<file path="config.mk">
export PLATFORM = sky130hd
export DESIGN_NAME = tpvm_front
export DESIGN_NICKNAME = d
export VERILOG_FILES = /design/src/sv/three_phase_voltage_modulator_macros.svh /design/src/sv/tpvm_pkg.sv /design/src/sv/tpvm_front.sv
export SDC_FILE = /design/constraint.sdc
export NUM_CORES = 1
export LEC_CHECK = 0
export BUFFER_PORTS_ARGS = -buffer_cell sky130_fd_sc_hd__buf_4
export CAP_MARGIN = 20
export CORE_MARGIN = 5
export CORE_UTILIZATION = 25
export DETAILED_ROUTE_END_ITERATION = 7
export GPL_ROUTABILITY_DRIVEN = 0
export SETUP_SLACK_MARGIN = 0.2
export SYNTH_ARGS = -nofsm -noshare
export SYNTH_HDL_FRONTEND = slang
export SYNTH_SLANG_ARGS = --single-unit
export TNS_END_PERCENT = 1
</file>
<file path="constraint.sdc">
create_clock -name vclk -period 11.45
set_input_delay 2.8625 -clock vclk [all_inputs]
set_output_delay 2.8625 -clock vclk [all_outputs]
set_load 0.01 [all_outputs]
</file>
<file path="src/sv/three_phase_voltage_modulator_macros.svh">
// Assertion macros shared by the three-phase voltage modulator RTL.
`ifndef THREE_PHASE_VOLTAGE_MODULATOR_MACROS_SVH
`define THREE_PHASE_VOLTAGE_MODULATOR_MACROS_SVH

// Same-cycle implication, disabled while reset is asserted.
`define TPVM_ASSERT_IMP(label, clk, rstn, ante, cons) \
    label: assert property (@(posedge clk) disable iff (!rstn) (ante) |-> (cons)) \
        else $error("tpvm assertion failed");

// Next-cycle implication, disabled while reset is asserted.
`define TPVM_ASSERT_NXT(label, clk, rstn, ante, cons) \
    label: assert property (@(posedge clk) disable iff (!rstn) (ante) |=> (cons)) \
        else $error("tpvm assertion failed");

`endif

</file>
<file path="src/sv/tpvm_pkg.sv">
// Package with the types, codes, constants and tables of the voltage modulator.
`default_nettype none
package tpvm_pkg;

    typedef enum logic [1:0] {
        MODE_TRAP120 = 2'd0,
        MODE_TRAP150 = 2'd1,
        MODE_SINE    = 2'd2,
        MODE_SVM     = 2'd3
    } mode_t;

    localparam logic [2:0] REG_MODULATION_MODE   = 3'd0;
    localparam logic [2:0] REG_ZERO_ANGLE_OFFSET = 3'd1;
    localparam logic [2:0] REG_VOLTAGE_LIMIT     = 3'd2;
    localparam logic [2:0] REG_SUPPLY_VOLTAGE    = 3'd3;
    localparam logic [2:0] REG_PWM_PERIOD        = 3'd4;

    localparam int QUEUE_DEPTH = 4;
    localparam int PHASE_W     = 40;

    localparam logic [16:0] SQRT3_Q16      = 17'd113512;
    localparam logic [16:0] SQRT3_HALF_Q16 = 17'd56756;

    localparam logic signed [1:0] TP = 2'sb01;
    localparam logic signed [1:0] TN = 2'sb11;
    localparam logic signed [1:0] TZ = 2'sb00;

    typedef struct packed {
        mode_t       mode;
        logic [15:0] offset;
        logic [14:0] limit;
        logic [14:0] supply;
        logic [15:0] period;
    } cfg_t;

    typedef struct packed {
        mode_t              mode;
        logic [3:0]         sector;
        logic signed [15:0] uq;
        logic signed [15:0] ud;
    } item_head_t;

    typedef struct packed {
        logic signed [1:0] a;
        logic signed [1:0] b;
        logic signed [1:0] c;
    } trap_coef_t;

    function automatic trap_coef_t trap_coef(input mode_t mode, input logic [3:0] sector);
        trap_coef_t r;
        r = '{TZ, TZ, TZ};
        if (mode == MODE_TRAP120) begin
            case (sector)
                4'd0: r = '{TZ, TP, TN};
                4'd1: r = '{TN, TP, TZ};
                4'd2: r = '{TN, TZ, TP};
                4'd3: r = '{TZ, TN, TP};
                4'd4: r = '{TP, TN, TZ};
                4'd5: r = '{TP, TZ, TN};
                default: r = '{TZ, TZ, TZ};
            endcase
        end else begin
            case (sector)
                4'd0:  r = '{TZ, TP, TN};
                4'd1:  r = '{TN, TP, TN};
                4'd2:  r = '{TN, TP, TZ};
                4'd3:  r = '{TN, TP, TP};
                4'd4:  r = '{TN, TZ, TP};
                4'd5:  r = '{TN, TN, TP};
                4'd6:  r = '{TZ, TN, TP};
                4'd7:  r = '{TP, TN, TP};
                4'd8:  r = '{TP, TN, TZ};
                4'd9:  r = '{TP, TN, TN};
                4'd10: r = '{TP, TZ, TN};
                4'd11: r = '{TP, TP, TN};
                default: r = '{TZ, TZ, TZ};
            endcase
        end
        return r;
    endfunction

endpackage
`default_nettype wire

</file>
<file path="src/sv/tpvm_front.sv">
// Front end: wraps the angle and classifies a command into sector and angle residue.
`default_nettype none
module tpvm_front #(
    parameter int ANGLE_BITS = 16
) (
    input  tpvm_pkg::cfg_t          cfg,
    input  logic signed [15:0]      uq_in,
    input  logic signed [15:0]      ud_in,
    input  logic [15:0]             electrical_angle,
    output tpvm_pkg::item_head_t    head,
    output logic [ANGLE_BITS-1:0]   ang
);
    import tpvm_pkg::*;

    localparam int AW = ANGLE_BITS;
    localparam logic [AW-1:0] HALF_TURN    = AW'(1) << (AW - 1);
    localparam logic [AW-1:0] QUARTER_TURN = AW'(1) << (AW - 2);

    logic [16:0]   ang_sum;
    logic [AW-1:0] p;
    logic [AW-1:0] p_svm;
    logic [AW+2:0] t6;
    logic [AW+2:0] t6s;
    logic [AW+3:0] t12;
    logic [2:0]    s6;
    logic [3:0]    s12;

    assign ang_sum = {1'b0, electrical_angle} + {1'b0, cfg.offset};
    assign p       = AW'(ang_sum);
    assign t6      = (AW+3)'(p) * (AW+3)'(6) + (AW+3)'(HALF_TURN);
    assign s6      = t6[AW+2:AW];
    assign t12     = (AW+4)'(p) * (AW+4)'(12);
    assign s12     = t12[AW+3:AW] + 4'd1;
    assign p_svm   = p + (uq_in[15] ? HALF_TURN : '0) + QUARTER_TURN;
    assign t6s     = (AW+3)'(p_svm) * (AW+3)'(6);

    always_comb begin
        head.mode = cfg.mode;
        head.uq   = uq_in;
        head.ud   = ud_in;
        ang       = p;
        case (cfg.mode)
            MODE_TRAP120: head.sector = (s6 == 3'd6) ? 4'd0 : {1'b0, s6};
            MODE_TRAP150: head.sector = (s12 == 4'd12) ? 4'd0 : s12;
            MODE_SINE:    head.sector = 4'd0;
            MODE_SVM: begin
                head.sector = {1'b0, t6s[AW+2:AW]} + 4'd1;
                ang         = t6s[AW-1:0];
            end
            default:      head.sector = 4'd0;
        endcase
    end

endmodule
`default_nettype wire

</file>
# [After elaboration in Yosys (flattened, before gate mapping)]
# Cells that the tools add are included.
# Widths: inputs -> output; s select.
[classes] reduce_logical=1 n_addsub=6 eq_ne=5 mux=5 multipliers=3
[ops] op="$mul 16x2->18 const B" count=3
[ops] op="$add 16x16->16" count=2
[ops] op="$mux 16" count=2
[ops] op="$add 19x16->19 const B" count=1
[ops] op="$add 16x15->16 const B" count=1
[ops] op="$pmux 4 s4" count=1
[ops] op="$add 3x1->4 const B" count=1
[ops] op="$add 4x1->4 const B" count=1
[ops] op="$eq 2x2->1 const B" count=2
[ops] op="$eq 4x4->1 const B" count=1
[ops] op="$mux 4" count=1
[ops] op="$eq 3x3->1 const B" count=1
[ops] op="$mux 3" count=1
[ops] op="$eq 2x1->1 const B" count=1
[ops] op="$logic_not 2->1" count=1
[totals] reg_bits=0 in_bits=112 out_inout_bits=54

# [Longest topological paths before layout]
# Gate-level depths: netlist (run 1).
[logic_depth] word_depth=6 ltp_mapped=22 mapped_depth_nobuf=22

# [Worst setup path before layout (run 1)]
# No wires, ideal clock.
[synth_path] path_kind="in2out" start="input port cfg[46] (netlist bit)" end="output port head[33] (netlist bit)" slack_ps=1681 arrival_ps=6906 n_path_buf=1 cell_stages=19 required_time_ps=8588 cell_sequence="ha_1 > fa_1 > a21o_1 > a221oi_2 > xnor2_1 > ha_1 > or2_2 > a21oi_1 > a31oi_1 > o21a_2 > a2bb2oi_4 > a41oi_4 > xnor2_1 > ha_1 > buf_1 > or3b_1 > nand4_1 > a21boi_1 > o21ai_1"
[synth_lines] item="start, declared" line="tpvm_front.sv:6" source="input tpvm_pkg::cfg_t cfg,"
[synth_lines] item="end, declared" line="tpvm_front.sv:10" source="output tpvm_pkg::item_head_t head,"

==> flow_metrics.py, run 1 <==
metrics = {
    "timing": {
        "rsz0062_at_grt": "no",
        "worst_pin_slew_ns": 0.939,
        "max_freq_ghz": 0.0965,
        "slew-limit-headroom_pct": 37.2,
        "hold_viol": 0,
        "drv_slew": 0,
        "setup_ws_ns": 1.09,
        "finalSetupViolCount": 0,
        "finalSetupTns_ns": 0,
        "fin_crit_sh_pct": 90.5,
        "min_period_ns": 10.36,
    },
    "worst_setup_path": {
        "critPathRequiredTime_ns": 8.59,
        "arrival_ns": 7.50,
        "crit_path_start_kind": "input port",
        "critPathMaxFanout": 8,
        "path_class": "in2out",
        "cp-end-kind": "output port",
    },
    "global_routing": {
        "antenna_found_initial": 0,
        "overflow": 0,
        "grt_max_degree": 34,
        "grtUsageTotal_pct": 9.19,
        "grt_pass1_vias": 2167,
        "grt_pass1_wl_mm": 9.52,
    },
    "logic_synthesis": {
        "synth.avg_cell_area_um2": 7.51,
        "syn_nets": 471,
        "synthCells": 325,
        "ys_types": 66,
        "ys_top_cells_by_area": "ha_1 16%, buf_4 10%, xnor2_1 6.1%",
        "ys_seq_area_share_pct": 0,
        "syn-cell-area_um2": 2440,
        "yosysWarnings": 0,
        "synth_top_area_cell": "ha_1",
        "yosysTopAreaCellShare_pct": 16.4,
    },
    "min_path": {
        "hold_path_class": "in2out",
        "whs_path_depth": 0,
        "min_from": "ud_in[10]",
        "hold_end": "head[10]",
    },
    "clocking": {
        "cts_repair_resize_count": 0,
        "postCtsSetupBuffers": 0,
        "hold_buffers": 0,
    },
    "placed_design": {
        "port_buffers": 58,
        "place_ws_ns": 1.08,
        "place_area_um2": 2740,
        "hpwlAfterDp_mm": 4.71,
        "dp_cells": 472,
    },
    "routing": {
        "drc": 0,
        "viasPerCell": 4.63,
        "dr.pass1.iters": 4,
        "vias": 2184,
        "totalWireLength_mm": 5.51,
        "ant_nets": 0,
        "routedWlPerCell_um": 11.7,
        "drtIter0Drc": 50,
    },
    "floorplanning": {
        "boundaryPins": 166,
        "rows": 36,
        "core_area_um2": 9640,
        "dieArea_um2": 11800,
        "initial_core_util_pct": 25.3,
        "die_x_um": 109,
        "die_h_um": 109,
    },
    "final_layout": {
        "fin_nets": 487,
        "antenna_cells": 0,
        "area_growth_syn_to_layout_pct": 12.3,
        "final_cells": 472,
        "design.seq.count": 0,
        "seq_area_um2": 0,
        "final_cell_area_um2": 2740,
        "clockBufferCount": 0,
        "layout-drive-gt1-share_pct": 27.1,
    },
    "run_status": {
        "status": "complete, no violations",
    },
    "pwr": {
        "power_frac_seq_pct": 0,
        "power_density_nw_per_um2": 162,
        "vdd_drop_max_mv": 0.0472,
        "p_int_uw": 204,
        "power.switching_uw": 239,
        "power_frac_clock_pct": 0,
        "pwr-share-comb_pct": 100.0,
        "p_leak_nw": 1.23,
        "sw_frac_of_total_pct": 53.9,
    },
    "job": {
        "cap_violations": 0,
    },
}
==> cell usage in the layout, fill, tap and decap left out, types with 3 or more instances in the layout <==
cell type,instances
xor2_1,8
ha_1,32
a21oi_1,21
xnor2_1,17
a31oi_1,7
buf_4,58
nand3b_1,3
nand3_1,3
a22oi_1,3
inv_1,14
nand4_1,3
mux2_2,5
mux2i_1,4
and2_1,3
o21a_1,4
o21ai_1,3
nand2_1,30
nor3_1,9
a21o_1,8
nor2_1,24
o21ai_0,17
nand2b_1,4
nor2b_1,6
and3_1,3
o211ai_1,3
==> critical path: stages <==
cell       delay, ns
buf_4           0.11
ha_1            0.22
fa_1            0.40
a21o_1          0.22
a221oi_2        0.45
xnor2_1         0.24
ha_1            0.33
or2_2           0.28
a21oi_1         0.21
a21oi_1         0.12
o21a_2          0.24
a2bb2oi_2       0.14
a31oi_2         0.31
xnor2_2         0.16
inv_1           0.08
ha_1            0.29
or3b_1          0.38
nand4_1         0.09
a21boi_1        0.16
o21ai_1         0.07
buf_4           0.14
==> worst max-delay path by stage <==
stage / start / endpoint / slack [ns] / cells past startpoint
4_1_cts: cfg[46] / head[33] / 1.06 / 21
3_3_place_gp: cfg[46] / head[33] / 1.13 / 20
2_1_floorplan: cfg[46] / head[33] / 1.68 / 19
3_5_place_dp: cfg[46] / head[33] / 1.08 / 21
5_1_grt: cfg[46] / head[33] / 0.71 / 21
6_report: cfg[46] / head[33] / 1.09 / 21
==> synthesized netlist by cell type (all sizes together), types with 4 or more instances <==
cell type	number
clkbuf	7
nand4	5
a21oi	22
nor3	11
a31oi	8
xor2	10
inv	14
nor2	24
a21o	8
o21a	6
mux2i	4
xnor2	19
mux2	5
and3	4
buf	37
ha	32
nand2	30
nand2b	4
nor2b	6
o21ai	22
==> through the flow <==
step	power [mW]	hold WS, ns	utilization (%)
detailed placement	0.444	5.73	28.4
global placement	0.439	5.73	28.4
floorplan	0.348	5.80	-
CTS	0.446	5.73	28.4
finish	0.443	5.73	28.4
global route	0.501	5.73	28.4
==> area by class of cell <==
cell class                 count  area, um2
fill                        1057       6900
inverter                      14       52.6
multi-input combinational    267       2090
tap                          133        166
timing repair buffer          58        435
==> per-layer routing <==
| layer | vias to the layer above | share of wire, % | GRT usage, % |
|---|---|---|---|
| li1 | 1167 | - | - |
| met1 | 967 | 49 | 12.6 |
| met2 | 44 | 48 | 16.6 |
| met3 | 6 | 3.2 | 0.710 |
| met4 | 0 | 0.36 | 0.361 |
| met5 | - | 0 | 0 |
==> cells by family after synthesis <==
logic type / synth area share (%)
muxes: 3.95
AOI/OAI and AO/OA: 27.9
adders and majority gates: 18.1
xor gates and xnor gates: 12.1
buffers and inverters: 14.5
and+or+nand+nor: 23.4
==> power by group through the flow <==
stage	clock (mW)	sequential [mW]	combinational, mW
after floorplan	0	0	0.348
after global placement	0	0	0.439
after detailed placement	0	0	0.444
after CTS	0	0	0.446
after global routing	0	0	0.501
final	0	0	0.443
Power figures use the tool's default switching activity.
==> inputs of run 2 (changes only) <==
Settings changed: RECOVER_POWER set to 100.
==> run 2 against run 1 <==
Maximum frequency is 2.8% lower. Highest routed layer unchanged. Total power fell by 3.9%. Critical path type unchanged. Largest cell class unchanged. Critical path depth fell by 1.
==> flow_metrics.py, run 2 (synthesized netlist as in run 1, its figures left out) <==
metrics = {
    "pwr": {
        "power_frac_seq_pct": 0,
        "power.switching_uw": 235,
        "power_frac_clock_pct": 0,
        "p_int_uw": 191,
        "power_density_nw_per_um2": 160,
        "design_power_total_uw": 426,
        "pwr-share-comb_pct": 100.0,
        "sw_frac_of_total_pct": 55.1,
        "vdd_drop_max_mv": 0.0464,
        "p_leak_nw": 1.16,
    },
    "worst_setup_path": {
        "path_class": "in2out",
        "cp-end-kind": "output port",
        "critPathMaxFanout": 8,
        "crit_path_start_kind": "input port",
        "arrival_ns": 7.80,
        "critPathRequiredTime_ns": 8.59,
    },
    "floorplanning": {
        "rows": 36,
        "core_area_um2": 9640,
        "dieArea_um2": 11800,
        "initial_core_util_pct": 25.3,
        "boundaryPins": 166,
        "die_h_um": 109,
        "die_x_um": 109,
    },
    "timing": {
        "finalSetupTns_ns": 0,
        "worst_pin_slew_ns": 0.948,
        "finalSetupViolCount": 0,
        "setup_ws_ns": 0.788,
        "hold_viol": 0,
        "slew-limit-headroom_pct": 36.6,
        "fin_crit_sh_pct": 93.1,
        "max_freq_ghz": 0.0938,
        "min_period_ns": 10.66,
        "drv_slew": 0,
        "rsz0062_at_grt": "no",
        "hold_ws_ns": 5.73,
    },
    "job": {
        "cap_violations": 0,
    },
    "min_path": {
        "hold_path_class": "in2out",
        "hold_end": "head[10]",
        "whs_path_depth": 0,
        "min_from": "ud_in[10]",
    },
    "run_status": {
        "status": "complete, no violations",
    },
    "global_routing": {
        "grt_pass1_wl_mm": 9.52,
        "grtUsageTotal_pct": 9.19,
        "grt_pass1_vias": 2167,
        "grt_max_degree": 34,
        "antenna_found_initial": 0,
        "overflow": 0,
    },
    "clocking": {
        "hold_buffers": 0,
        "postCtsSetupBuffers": 0,
        "cts_repair_resize_count": 0,
    },
    "routing": {
        "viasPerCell": 4.63,
        "drtIter0Drc": 60,
        "dr.pass1.iters": 4,
        "vias": 2184,
        "ant_nets": 0,
        "totalWireLength_mm": 5.50,
        "drc": 0,
        "routedWlPerCell_um": 11.6,
    },
    "final_layout": {
        "fin_nets": 487,
        "layout_commonest_cell": "buf_4",
        "final_cell_mix": "42 x buf_4, 32 x ha_1, 30 x nand2_1",
        "design.seq.count": 0,
        "seq_area_um2": 0,
        "layout-drive-gt1-share_pct": 21.5,
        "final_cells": 472,
        "area_growth_syn_to_layout_pct": 8.82,
        "postLayoutCoreUtil_pct": 27.5,
        "final_cell_area_um2": 2660,
        "antenna_cells": 0,
        "fillers": 1070,
        "clockBufferCount": 0,
    },
    "placed_design": {
        "dp_cells": 472,
        "place_area_um2": 2740,
        "port_buffers": 58,
        "hpwlAfterDp_mm": 4.71,
        "place_ws_ns": 1.08,
    },
}
[run 2: cell types whose count changed in the layout (fill, tap and decap cells not counted), sizes merged]
cell,delta
buf,-16
clkbuf,+16
[run 2: area by class of cell]
| type | instances | area (um2) | share of cell area [%] |
|---|---|---|---|
| Inverter | 14 | 52.6 | 1.98 |
| Tap cell | 133 | 166 | 6.27 |
| Timing Repair Buffer | 58 | 375 | 14.1 |
| Multi-Input combinational cell | 267 | 2060 | 77.6 |
[run 2: critical path: stages]
cell and delay, ns:
buf_4 0.11, ha_1 0.22, fa_1 0.40, a21o_1 0.21
a221oi_1 0.68, xnor2_1 0.24, ha_1 0.41, nand2_1 0.07
a21o_1 0.17, a31oi_1 0.38, nor2_1 0.11, a21oi_1 0.36
a41oi_4 0.21, xnor2_1 0.18, ha_1 0.32, or3b_1 0.38
nand4_1 0.09, a21boi_0 0.19, o21ai_1 0.08, buf_4 0.14
[run 2: worst max-delay path by stage]
stage            start  endpoint  slack (ns)  cells past startpoint
2_1_floorplan  cfg[46]  head[33]        1.68                     19
3_3_place_gp   cfg[46]  head[33]        1.13                     20
3_5_place_dp   cfg[46]  head[33]        1.08                     21
4_1_cts        cfg[46]  head[33]        1.06                     21
5_1_grt        cfg[46]  head[33]        0.35                     20
6_report       cfg[46]  head[33]        0.79                     20
[run 2: power by group through the flow]
stage	Combinational, mW	Sequential, mW	Clock [mW]
after CTS	0.446	0	0
final	0.426	0	0
after global routing	0.482	0	0
after floorplan	0.348	0	0
after global placement	0.439	0	0
after detailed placement	0.444	0	0
[run 2: routing by layer]
layer	up-vias	wire length, um	global-route usage (%)
li1	1169	-	-
met1	970	2740	12.6
met2	39	2590	16.6
met3	6	141	0.710
met4	0	19	0.361
met5	-	0	0
