### config.mk
export PLATFORM = sky130hd
export DESIGN_NAME = tpvm_queue
export DESIGN_NICKNAME = d
export VERILOG_FILES = /design/src/sv/tpvm_pkg.sv /design/src/sv/tpvm_queue.sv
export VERILOG_INCLUDE_DIRS = /design/src /design/src/sv
export SDC_FILE = /design/constraint.sdc
export NUM_CORES = 1
export LEC_CHECK = 0
export BUFFER_PORTS_ARGS = -buffer_cell sky130_fd_sc_hd__buf_2
export CELL_PAD_IN_SITES_DETAIL_PLACEMENT = 1
export CELL_PAD_IN_SITES_GLOBAL_PLACEMENT = 1
export CORE_MARGIN = 2
export CORE_UTILIZATION = 49
export CTS_CLUSTER_DIAMETER = 60
export CTS_CLUSTER_SIZE = 20
export DETAILED_ROUTE_END_ITERATION = 16
export GPL_TIMING_DRIVEN = 0
export PLACE_DENSITY = 0.86
export SLEW_MARGIN = 10
export SYNTH_ARGS = -nofsm -noshare
export SYNTH_HDL_FRONTEND = slang
export SYNTH_SLANG_ARGS = --single-unit
### constraint.sdc
create_clock -name aclk -period 6.4 [get_ports aclk]
set_input_delay 0.32 -clock aclk [delete_from_list [all_inputs] [get_ports aclk]]
set_output_delay 0.32 -clock aclk [all_outputs]
set_load 0.005 [all_outputs]
### src/sv/three_phase_voltage_modulator_macros.svh
// Assertion macros shared by the three-phase voltage modulator RTL.
`ifndef THREE_PHASE_VOLTAGE_MODULATOR_MACROS_SVH
`define THREE_PHASE_VOLTAGE_MODULATOR_MACROS_SVH

// Same-cycle implication, disabled while reset is asserted.
`define TPVM_ASSERT_IMP(label, clk, rstn, ante, cons) \
    label: assert property (@(posedge clk) disable iff (!rstn) (ante) |-> (cons)) \
        else $error("tpvm assertion failed");

// Next-cycle implication, disabled while reset is asserted.
`define TPVM_ASSERT_NXT(label, clk, rstn, ante, cons) \
    label: assert property (@(posedge clk) disable iff (!rstn) (ante) |=> (cons)) \
        else $error("tpvm assertion failed");

`endif

### src/sv/tpvm_pkg.sv
// Package with the types, codes, constants and tables of the voltage modulator.
`default_nettype none
package tpvm_pkg;

    typedef enum logic [1:0] {
        MODE_TRAP120 = 2'd0,
        MODE_TRAP150 = 2'd1,
        MODE_SINE    = 2'd2,
        MODE_SVM     = 2'd3
    } mode_t;

    localparam logic [2:0] REG_MODULATION_MODE   = 3'd0;
    localparam logic [2:0] REG_ZERO_ANGLE_OFFSET = 3'd1;
    localparam logic [2:0] REG_VOLTAGE_LIMIT     = 3'd2;
    localparam logic [2:0] REG_SUPPLY_VOLTAGE    = 3'd3;
    localparam logic [2:0] REG_PWM_PERIOD        = 3'd4;

    localparam int QUEUE_DEPTH = 4;
    localparam int PHASE_W     = 40;

    localparam logic [16:0] SQRT3_Q16      = 17'd113512;
    localparam logic [16:0] SQRT3_HALF_Q16 = 17'd56756;

    localparam logic signed [1:0] TP = 2'sb01;
    localparam logic signed [1:0] TN = 2'sb11;
    localparam logic signed [1:0] TZ = 2'sb00;

    typedef struct packed {
        mode_t       mode;
        logic [15:0] offset;
        logic [14:0] limit;
        logic [14:0] supply;
        logic [15:0] period;
    } cfg_t;

    typedef struct packed {
        mode_t              mode;
        logic [3:0]         sector;
        logic signed [15:0] uq;
        logic signed [15:0] ud;
    } item_head_t;

    typedef struct packed {
        logic signed [1:0] a;
        logic signed [1:0] b;
        logic signed [1:0] c;
    } trap_coef_t;

    function automatic trap_coef_t trap_coef(input mode_t mode, input logic [3:0] sector);
        trap_coef_t r;
        r = '{TZ, TZ, TZ};
        if (mode == MODE_TRAP120) begin
            case (sector)
                4'd0: r = '{TZ, TP, TN};
                4'd1: r = '{TN, TP, TZ};
                4'd2: r = '{TN, TZ, TP};
                4'd3: r = '{TZ, TN, TP};
                4'd4: r = '{TP, TN, TZ};
                4'd5: r = '{TP, TZ, TN};
                default: r = '{TZ, TZ, TZ};
            endcase
        end else begin
            case (sector)
                4'd0:  r = '{TZ, TP, TN};
                4'd1:  r = '{TN, TP, TN};
                4'd2:  r = '{TN, TP, TZ};
                4'd3:  r = '{TN, TP, TP};
                4'd4:  r = '{TN, TZ, TP};
                4'd5:  r = '{TN, TN, TP};
                4'd6:  r = '{TZ, TN, TP};
                4'd7:  r = '{TP, TN, TP};
                4'd8:  r = '{TP, TN, TZ};
                4'd9:  r = '{TP, TN, TN};
                4'd10: r = '{TP, TZ, TN};
                4'd11: r = '{TP, TP, TN};
                default: r = '{TZ, TZ, TZ};
            endcase
        end
        return r;
    endfunction

endpackage
`default_nettype wire

### src/sv/tpvm_queue.sv
// Short queue of classified commands between the front end and the back end.
`default_nettype none
`include "three_phase_voltage_modulator_macros.svh"
module tpvm_queue #(
    parameter int ANGLE_BITS = 16
) (
    input  logic                    aclk,
    input  logic                    aresetn,
    input  logic                    push,
    input  tpvm_pkg::item_head_t    push_head,
    input  logic [ANGLE_BITS-1:0]   push_ang,
    output logic                    full,
    input  logic                    pop,
    output logic                    empty,
    output tpvm_pkg::item_head_t    pop_head,
    output logic [ANGLE_BITS-1:0]   pop_ang
);
    import tpvm_pkg::*;

    localparam int PTR_W = $clog2(QUEUE_DEPTH);
    localparam int CNT_W = $clog2(QUEUE_DEPTH + 1);

    item_head_t            head_mem [QUEUE_DEPTH];
    logic [ANGLE_BITS-1:0] ang_mem  [QUEUE_DEPTH];
    logic [PTR_W-1:0]      wr_ptr_reg;
    logic [PTR_W-1:0]      rd_ptr_reg;
    logic [CNT_W-1:0]      count_reg;
    logic [CNT_W-1:0]      count_next;

    assign full     = (count_reg == CNT_W'(QUEUE_DEPTH));
    assign empty    = (count_reg == '0);
    assign pop_head = head_mem[rd_ptr_reg];
    assign pop_ang  = ang_mem[rd_ptr_reg];

    always_comb begin
        count_next = count_reg;
        if (push && !pop) begin
            count_next = count_reg + CNT_W'(1);
        end else if (pop && !push) begin
            count_next = count_reg - CNT_W'(1);
        end
    end

    always_ff @(posedge aclk) begin
        if (!aresetn) begin
            wr_ptr_reg <= '0;
            rd_ptr_reg <= '0;
            count_reg  <= '0;
        end else begin
            count_reg <= count_next;
            if (push) begin
                wr_ptr_reg <= wr_ptr_reg + PTR_W'(1);
            end
            if (pop) begin
                rd_ptr_reg <= rd_ptr_reg + PTR_W'(1);
            end
        end
    end

    always_ff @(posedge aclk) begin
        if (push) begin
            head_mem[wr_ptr_reg] <= push_head;
            ang_mem[wr_ptr_reg]  <= push_ang;
        end
    end

    `TPVM_ASSERT_IMP(a_count_bound, aclk, aresetn, 1'b1, count_reg <= CNT_W'(QUEUE_DEPTH))
    `TPVM_ASSERT_NXT(a_count_up, aclk, aresetn, push && !pop, count_reg == $past(count_reg) + CNT_W'(1))

endmodule
`default_nettype wire

* Word-level counts from Yosys, hierarchy flattened
Memories as Yosys holds them, arrays and structs flattened. A register that Yosys moved wholly into a read port is not among the register bits. Index checks and enable logic that the tools add are counted.
Word-level totals: RAM bits 216, flip-flop bits (word level) 7, word-level logic and storage cells 24, memories 2, output and inout bits 56, bits of input ports 58, bits in read-only memories 0, bits in latches 0
Cells by class: divide/modulo/power cells 0, multipliers 0, bitwise logic cells 0, order comparisons 0, shift-type cells 0, multiplexer cells 8, add/sub/neg operators 4, reductions and logical operators 6, eq/ne operators 1
Memories:
- head_mem | depth 4, bits a word 38, read ports 1, clocked after memory_dff 1, wr ports 1, line tpvm_queue.sv:23 | item_head_t head_mem [QUEUE_DEPTH];
- ang_mem | depth 4, bits a word 16, read ports 1, clocked after memory_dff 1, wr ports 1, line tpvm_queue.sv:24 | logic [ANGLE_BITS-1:0] ang_mem [QUEUE_DEPTH];
Operator list (count):
- 2-to-1 mux 2 bit | 4
- 2-to-1 mux 3 bit | 2
- adder 2 x 1 -> 2 bit (second input constant) | 2
- adder 3 x 1 -> 3 bit (second input constant) | 1
- == test 3 bit (second input constant) | 1
- logical NOT 3 bit | 1
- subtractor 3 x 1 -> 3 bit (second input constant) | 1
- logical AND 1 bit | 2
- logical NOT 1 bit | 2
- 2-to-1 mux 1 bit | 2
- nonzero test 2 bit | 1

* Longest topological paths before layout
Gate-level depths: netlist (run 1).
depth after elaboration 4, mapped depth 7, mapped depth without buffers 7

* Least setup slack after synthesis (run 1)
OpenSTA, ideal clock, no wires.
path kind reg-to-reg, from register wr_ptr_reg[0], to memory ang_mem[2][0], enable pin, data arrival time 1.822 ns, setup time 0.417 ns, period minus slack after synthesis 2.240 ns, data required time 5.983 ns, stages on the path, launching flop included 4, setup slack 4.160 ns, path buffers 0, cell sequence dfxtp_1 inv_1 ha_1 and2_1
RTL lines:
- start: declaration | line tpvm_queue.sv:25 | logic [PTR_W-1:0] wr_ptr_reg;
- start signal: assignment | line tpvm_queue.sv:52 | wr_ptr_reg <= wr_ptr_reg + PTR_W'(1);
- end: declaration | line tpvm_queue.sv:24
Straight into the memory's write port.

==> results by group, run 1 <==
Floorplan
  – Row count: 47
  – Die area: 18000 um^2
  – Die Y-Extent: 134 um
  – Ports: 114
  – CORE AREA: 16600 um^2
  – Die width: 134 um
  – Starting Density: 50.1%

Worst setup path
  – Stages on the worst setup path: 4
  – Crit Path Class: reg -> out
  – CP dominant cell by count: buf_2
  – R2r startpoint: count_reg[0]$_SDFFE_PN0P_
  – Worst setup SP type: flip-flop
  – Worst-path fanout max: 10
  – CP top delay family: buffers and inverters
  – Critical Path RT: 6080 ps
  – Worst-path cell chain: clkbuf_2, buf_2, mux4_2, buf_2
  – CP endpoint kind: output port
  – Bufs and invs on worst path: 3
  – Max incr delay on CP: 360 ps
  – Crit path DAT: 1860 ps
  – Worst r2r path cells: 4
  – CP max stage cell: mux4_2

Min path
  – HP Start: push_ang[6]
  – Hold Path Class: in -> reg
  – Hold depth: 1

Detailed routing
  – Drt total wl: 14800 um
  – DR DRC count: 0
  – Drt first-iter violations: 137
  – Vias/cell: 5.35
  – DRT Pass-1 Iters: 4
  – Routed len/inst: 21.4 um
  – Via count: 3683
  – Routed Antenna Nets: 0

Power and ir drop
  – Max VDD drop: 0.280 mV
  – Leak: 3.31 nW
  – Cell Pwr Density: 310 nW/um^2

Global routing
  – Vias in the first global route: 4123
  – First-pass GRT wire length: 23300 um
  – Initial antenna violation count: 1
  – Pin count of the biggest net entering global routing: 31
  – Total grt overflow: 0
  – GRT Overall Usage: 17.0%

Clock tree
  – Setup bufs post-CTS: 0
  – Cts hold-fix bufs: 0
  – Post-CTS sizing: 0
  – Clock Tree Buf Depth: 3
  – CTS tree: yes
  – TritonCTS Buffers: 16
  – Clock transition at the registers of the reported paths: 80 ps
  – CTS root buf: clkbuf_16
  – Num Clock Sinks: 225
  – H-tree depth: 1
  – Clock Latency Late Sink: 470 ps

Final layout
  – Multi-input logic area: 1490 um^2
  – Commonest non-fill, non-tap cell in the layout: edfxtp_1
  – Largest register FFs: 152
  – Register area: 6670 um^2
  – Commonest cells after routing, fill and taps aside: 216 x edfxtp_1, 118 x buf_2, 50 x mux4_2
  – ANT cells: 0
  – Layout cells sized above 1: 43.7%
  – Layout Nets: 524
  – Filler Cell Count: 1433
  – Area growth, synth to finish: 17.4%

Synthesis
  – Synth unique cells: 22
  – Mapped cell area: 8300 um^2
  – Ys async rst share: 0%
  – Number of synthesized flops with an enable pin: 216
  – Mean post-synth cell area: 25.6 um^2
  – Syn nets: 389
  – Yosys warnings: 0
  – Post-synth top flop: edfxtp_1
  – Post-synthesis sequential area ratio: 80.3%
  – Synth Instances: 325
  – Count of state elements after synthesis: 225

STA
  – Slew Limit Headroom: 70.1%
  – Setup_tns: 0 ps
  – Hold Violations, Final: 0
  – Tcrit/Tclk final: 34.1%
  – Setup violators final: 0
  – Min Hold Slack: 59.1 ps
  – Least-Margin Pin Slew: 449 ps
  – RSZ-0062 raised after global routing: false
  – Max Fclk: 458 MHz
  – Min cycle time layout: 2180 ps
  – Fin. max-slew vios: 0
  – Max Clock Skew: 8.33 ps

Placement
  – DP HPWL: 9510 um
  – Port-buffer cells: 113
  – GP Congestion: 0.684

Outcome
  – Outcome: finished clean

Flow run
  – Max cap viols: 0
## cell families after synthesis
group	count (synthesis)	share of synthesized area (%)
simple gates	15	1.10
flops	225	80.3
mux	56	15.1
fa+ha+maj	6	0.994
xor+xnor	5	0.527
buf+inv	16	1.88
compound gates	2	0.151
## cells in the mapped netlist (2+ instances only)
cell      number  area (um^2)
buf_12         5          100
mux4_1         4          105
xor2_1         3         26.3
mux2i_1        2         20.0
and2_1         9         56.3
buf_2          5         25.0
nor2b_1        2         12.5
inv_1          4         15.0
edfxtp_1     216         6490
mux4_2        50         1130
ha_1           5         62.6
dfxtp_1        9          180
xnor2_1        2         17.5
## metrics by stage
| step | instance area, um^2 | setup WS (ps) | power, W | std cells | utilization (%) |
|---|---|---|---|---|---|
| 6_report | 9750 | 4220 | 0.00302 | 689 | 58.8 |
| 5_1_grt | 9750 | 4090 | 0.00313 | 689 | 58.8 |
| 2_1_floorplan | 8300 | 4160 | 0.00192 | 325 | - |
| 3_5_place_dp | 9240 | 4370 | 0.00206 | 662 | 55.7 |
| 3_3_place_gp | 9150 | 3180 | 0.00204 | 658 | 55.1 |
| 4_1_cts | 9750 | 4150 | 0.00306 | 689 | 58.8 |
## metal layers
metal | vias up | GRT usage [%] | routed length (um)
met4 | 2 | 4.97 | 297
met2 | 104 | 28.2 | 7490
li1 | 1640 | - | -
met1 | 1910 | 23.6 | 6330
met5 | - | 0 | 13
met3 | 27 | 3.06 | 644
## worst paths after layout
| check | to | slack [ps] |
|---|---|---|
| hold reg to reg | wr_ptr_reg[1]$_SDFFE_PN0P_ | 580 |
| setup reg to reg | count_reg[2]$_SDFFE_PN0P_ | 4750 |
| setup / recovery | pop_head[19] | 4220 |
| hold / removal | ang_mem[0][6]$_DFFE_PP_ | 60 |
## area by class of cell
class	count	area share, %
repair buffers	117	6.62
well taps	220	2.82
flip-flops and latches	225	68.4
multi-input cells	84	15.3
inverters	4	0.154
clock buffers	22	4.55
plain buffers	12	1.45
clock inverters	5	0.744
## worst register-to-register path, cell delays in order, from the launching register on
cell and delay (ps):
dfxtp_1 360, fa_1 440, xor2_1 180, or3_1 310, a21boi_0 250
## where the power goes
| group | internal, W | total [W] | switching [W] |
|---|---|---|---|
| combinational | 0.000159 | 0.000306 | 0.000148 |
| sequential | 0.00169 | 0.00171 | 0.0000206 |
| clock | 0.000538 | 0.00101 | 0.000469 |
| total | 0.00238 | 0.00302 | 0.000638 |
Power figures use the tool's default switching activity.
==> inputs of run 2 (changes only) <==
Settings changed: CORE_UTILIZATION 49 to 45, PLACE_DENSITY 0.86 to 0.84.
Clock period 6.4 ns to 1.9 ns, I/O delays scaled along.
==> run 2 against run 1 <==
  * Non-clock buffer count is 63 higher
  * Highest routed layer is now met4
  * Worst hold slack worse by 18 ps
  * Final cell count is 10% higher
  * The run now ends with setup timing left
  * Via count is 8.6% higher
  * Final area is 8.1% higher
  * First-iteration DRC count is 20% higher
  * Combinational power grew to 4.2 times the previous value
  * Critical path type unchanged
  * Flip-flop and latch count stayed put
  * Sequential share of layout area is 5.1 points lower
  * Worst setup slack worse by 4300 ps
  * Critical endpoint is now pop_head[11]
==> results by group, run 2 (same netlist as run 1, synthesis figures left out) <==
STA
  – Max Clock Skew: 10.5 ps (+2.14 ps)
  – Least-Margin Pin Slew: 467 ps (+17.8 ps)
  – Fin. max-slew vios: 0 (unchanged)
  – Min Hold Slack: 41.4 ps (-17.7 ps)
  – RSZ-0062 raised after global routing: true
  – Tcrit/Tclk final: 103%
  – Min cycle time layout: 1950 ps
  – Slew Limit Headroom: 68.9% (-1.2 points)
  – Max Fclk: 513 MHz
  – Worst Setup Slack, final: -48.0 ps (-4270 ps)
  – Hold Violations, Final: 0 (unchanged)
  – Setup_tns: -773 ps (-773 ps)
  – Setup violators final: 45 (+45)

Worst setup path
  – Worst-path cell chain: buf_12, buf_12, mux4_2, buf_2
  – FF-to-FF End: ang_mem[3][0]$_DFFE_PP_
  – CP endpoint kind: output port
  – Worst-path fanout max: 10 (unchanged)
  – Worst setup SP type: flip-flop
  – Max incr delay on CP: 520 ps (+160 ps)
  – Crit Path Class: reg -> out
  – Worst r2r path cells: 3 (-1)
  – R2r startpoint: wr_ptr_reg[0]$_SDFFE_PN0P_
  – Critical Path RT: 1800 ps (-4280 ps)
  – CP max stage cell: mux4_2
  – FF-to-FF setup slack: 220 ps (-4530 ps)
  – Crit path DAT: 1850 ps (about the same)
  – CP dominant cell by count: buf_12
  – Worst setup endpoint: pop_head[11]

Final layout
  – Commonest non-fill, non-tap cell in the layout: edfxtp_1
  – Largest register FFs: 152 (unchanged)
  – Multi-input logic area: 1480 um^2 (-1.0%)
  – Layout cells sized above 1: 40.8% (-2.9 points)
  – Final instance area: 10500 um^2 (+8.1%)
  – Area growth, synth to finish: 26.9%
  – ANT cells: 0 (unchanged)
  – Register area: 6670 um^2 (about the same)
  – Layout Nets: 587 (+12%)
  – Post-Route Utilization: 58.5% (-0.32 points)
  – Commonest cells after routing, fill and taps aside: 216 x edfxtp_1, 106 x buf_2, 56 x dlygate4sd3_1
  – Filler Cell Count: 1541 (+7.5%)

Power and ir drop
  – Comb pwr share: 12.1% (+2.0 points)
  – Max VDD drop: 0.693 mV (+150%)
  – Clock power share: 32.9% (-0.4 points)
  – Sequential power share: 55.0% (-1.5 points)
  – Net Sw Frac: 21.4% (+0.27 points)
  – Leak: 3.63 nW (+9.4%)
  – Psw: 0.00224 W (+250%)
  – Pwr Total: 0.0105 W (+250%)
  – Cell Pwr Density: 993 nW/um^2 (+220%)
  – Pint: 0.00823 W (+250%)

Floorplan
  – Die area: 19600 um^2 (+8.6%)
  – Row count: 49 (+4.3%)
  – Starting Density: 46.1% (-4.0 points)
  – CORE AREA: 18000 um^2 (+8.7%)
  – Die width: 140 um (+4.2%)
  – Die Y-Extent: 140 um (+4.2%)
  – Ports: 114 (unchanged)

Global routing
  – Pin count of the biggest net entering global routing: 52 (+68%)
  – Initial antenna violation count: 0 (-1)
  – GRT Overall Usage: 17.0% (-0.047 points)
  – M3 GR Usage: 3.06% (about the same)
  – Total grt overflow: 0 (unchanged)
  – First-pass GRT wire length: 25600 um (+9.9%)
  – Met1 Use GR: 22.4% (-1.3 points)
  – Vias in the first global route: 4448 (+7.9%)
  – Most Crowded Layer GR: met2
  – Met2 usage in global routing: 29.6% (+1.4 points)

Clock tree
  – Num Clock Sinks: 225 (unchanged)
  – CTS tree: yes
  – Clock Latency Late Sink: 470 ps (about the same)
  – Clock Tree Buf Depth: 3 (unchanged)
  – Clock transition at the registers of the reported paths: 80 ps (about the same)
  – TritonCTS Buffers: 16 (unchanged)
  – H-tree depth: 1 (unchanged)
  – CTS root buf: clkbuf_16

Placement
  – DP HPWL: 9890 um (+4.0%)
  – Port-buffer cells: 113 (unchanged)
  – GP Congestion: 0.668 (-2.4%)
  – Post-place instance area: 9250 um^2 (+0.20%)

Outcome
  – Outcome: complete, but fails checks
  – Failing checks: setup timing

Detailed routing
  – DR DRC count: 0 (unchanged)
  – Drt total wl: 16600 um (+12%)
  – DRT Pass-1 Iters: 4 (unchanged)
  – Routed Antenna Nets: 0 (unchanged)
  – Via count: 3998 (+8.6%)
  – Drt first-iter violations: 164 (+20%)
  – Routed len/inst: 21.8 um (+1.7%)
  – Vias/cell: 5.25 (-1.7%)

Min path
  – Hold Path Class: in -> reg

Flow run
  – Max cap viols: 0 (unchanged)
run 2: critical path, delay by kind of cell, from the launching register on:
kind / cells / cell delay (ps)
buffers and inverters: 3 / 460
flip-flops: 1 / 400
multiplexers: 1 / 520
run 2: power by group through the flow:
stage / clock, W / combinational (W) / sequential [W]
4_1_cts: 0.00355 / 0.00125 / 0.00576
6_report: 0.00344 / 0.00127 / 0.00576
3_3_place_gp: 0 / 0.00100 / 0.00585
3_5_place_dp: 0 / 0.00108 / 0.00587
5_1_grt: 0.00370 / 0.00137 / 0.00578
2_1_floorplan: 0 / 0.000601 / 0.00584
run 2: how the worst min path moves through the flow:
stage,slack (ps),endpoint,cells after the start,startpoint
3_3_place_gp,300,ang_mem[3][3]$_DFFE_PP_,1,push_ang[3]
3_5_place_dp,310,head_mem[1][28]$_DFFE_PP_,1,push_head[28]
5_1_grt,80,wr_ptr_reg[1]$_SDFFE_PN0P_,3,push
4_1_cts,30,wr_ptr_reg[1]$_SDFFE_PN0P_,3,push
2_1_floorplan,190,ang_mem[0][0]$_DFFE_PP_,0,push_ang[0]
6_report,40,wr_ptr_reg[1]$_SDFFE_PN0P_,3,push
run 2: stage by stage:
stage / setup WS [ps] / std cells
2_1_floorplan: 243 / 325
3_3_place_gp: -250 / 667
3_5_place_dp: 211 / 671
4_1_cts: -76.4 / 758
5_1_grt: -102 / 761
6_report: -48.0 / 761
run 2: area by class of cell:
cell class | count | area share (%)
Buffer | 12 | 1.57
Clock buffer | 21 | 4.27
Clock inverter | 6 | 0.665
Inverter | 4 | 0.142
Multi-Input combinational cell | 84 | 14.0
Sequential cell | 225 | 63.3
Tap cell | 229 | 2.72
Timing Repair Buffer | 180 | 13.4
run 2: timing repair:
item                       in CTS  in global routing
setup buffers                   2                  0
hold endpoints to repair      225                  0
resized for setup              21                  5
gates cloned                    2                  4
pin swaps                       0                  0
setup endpoints to repair      53                 51
hold buffers                   56                  0
run 2: routing by layer:
metal  part of all wire [%]  up-vias  wire, um
met5                      0        -         0
met4                    2.4        0       401
met3                    4.2       25       698
met2                     51      106      8450
met1                     42     2103      7050
li1                       -     1764         -
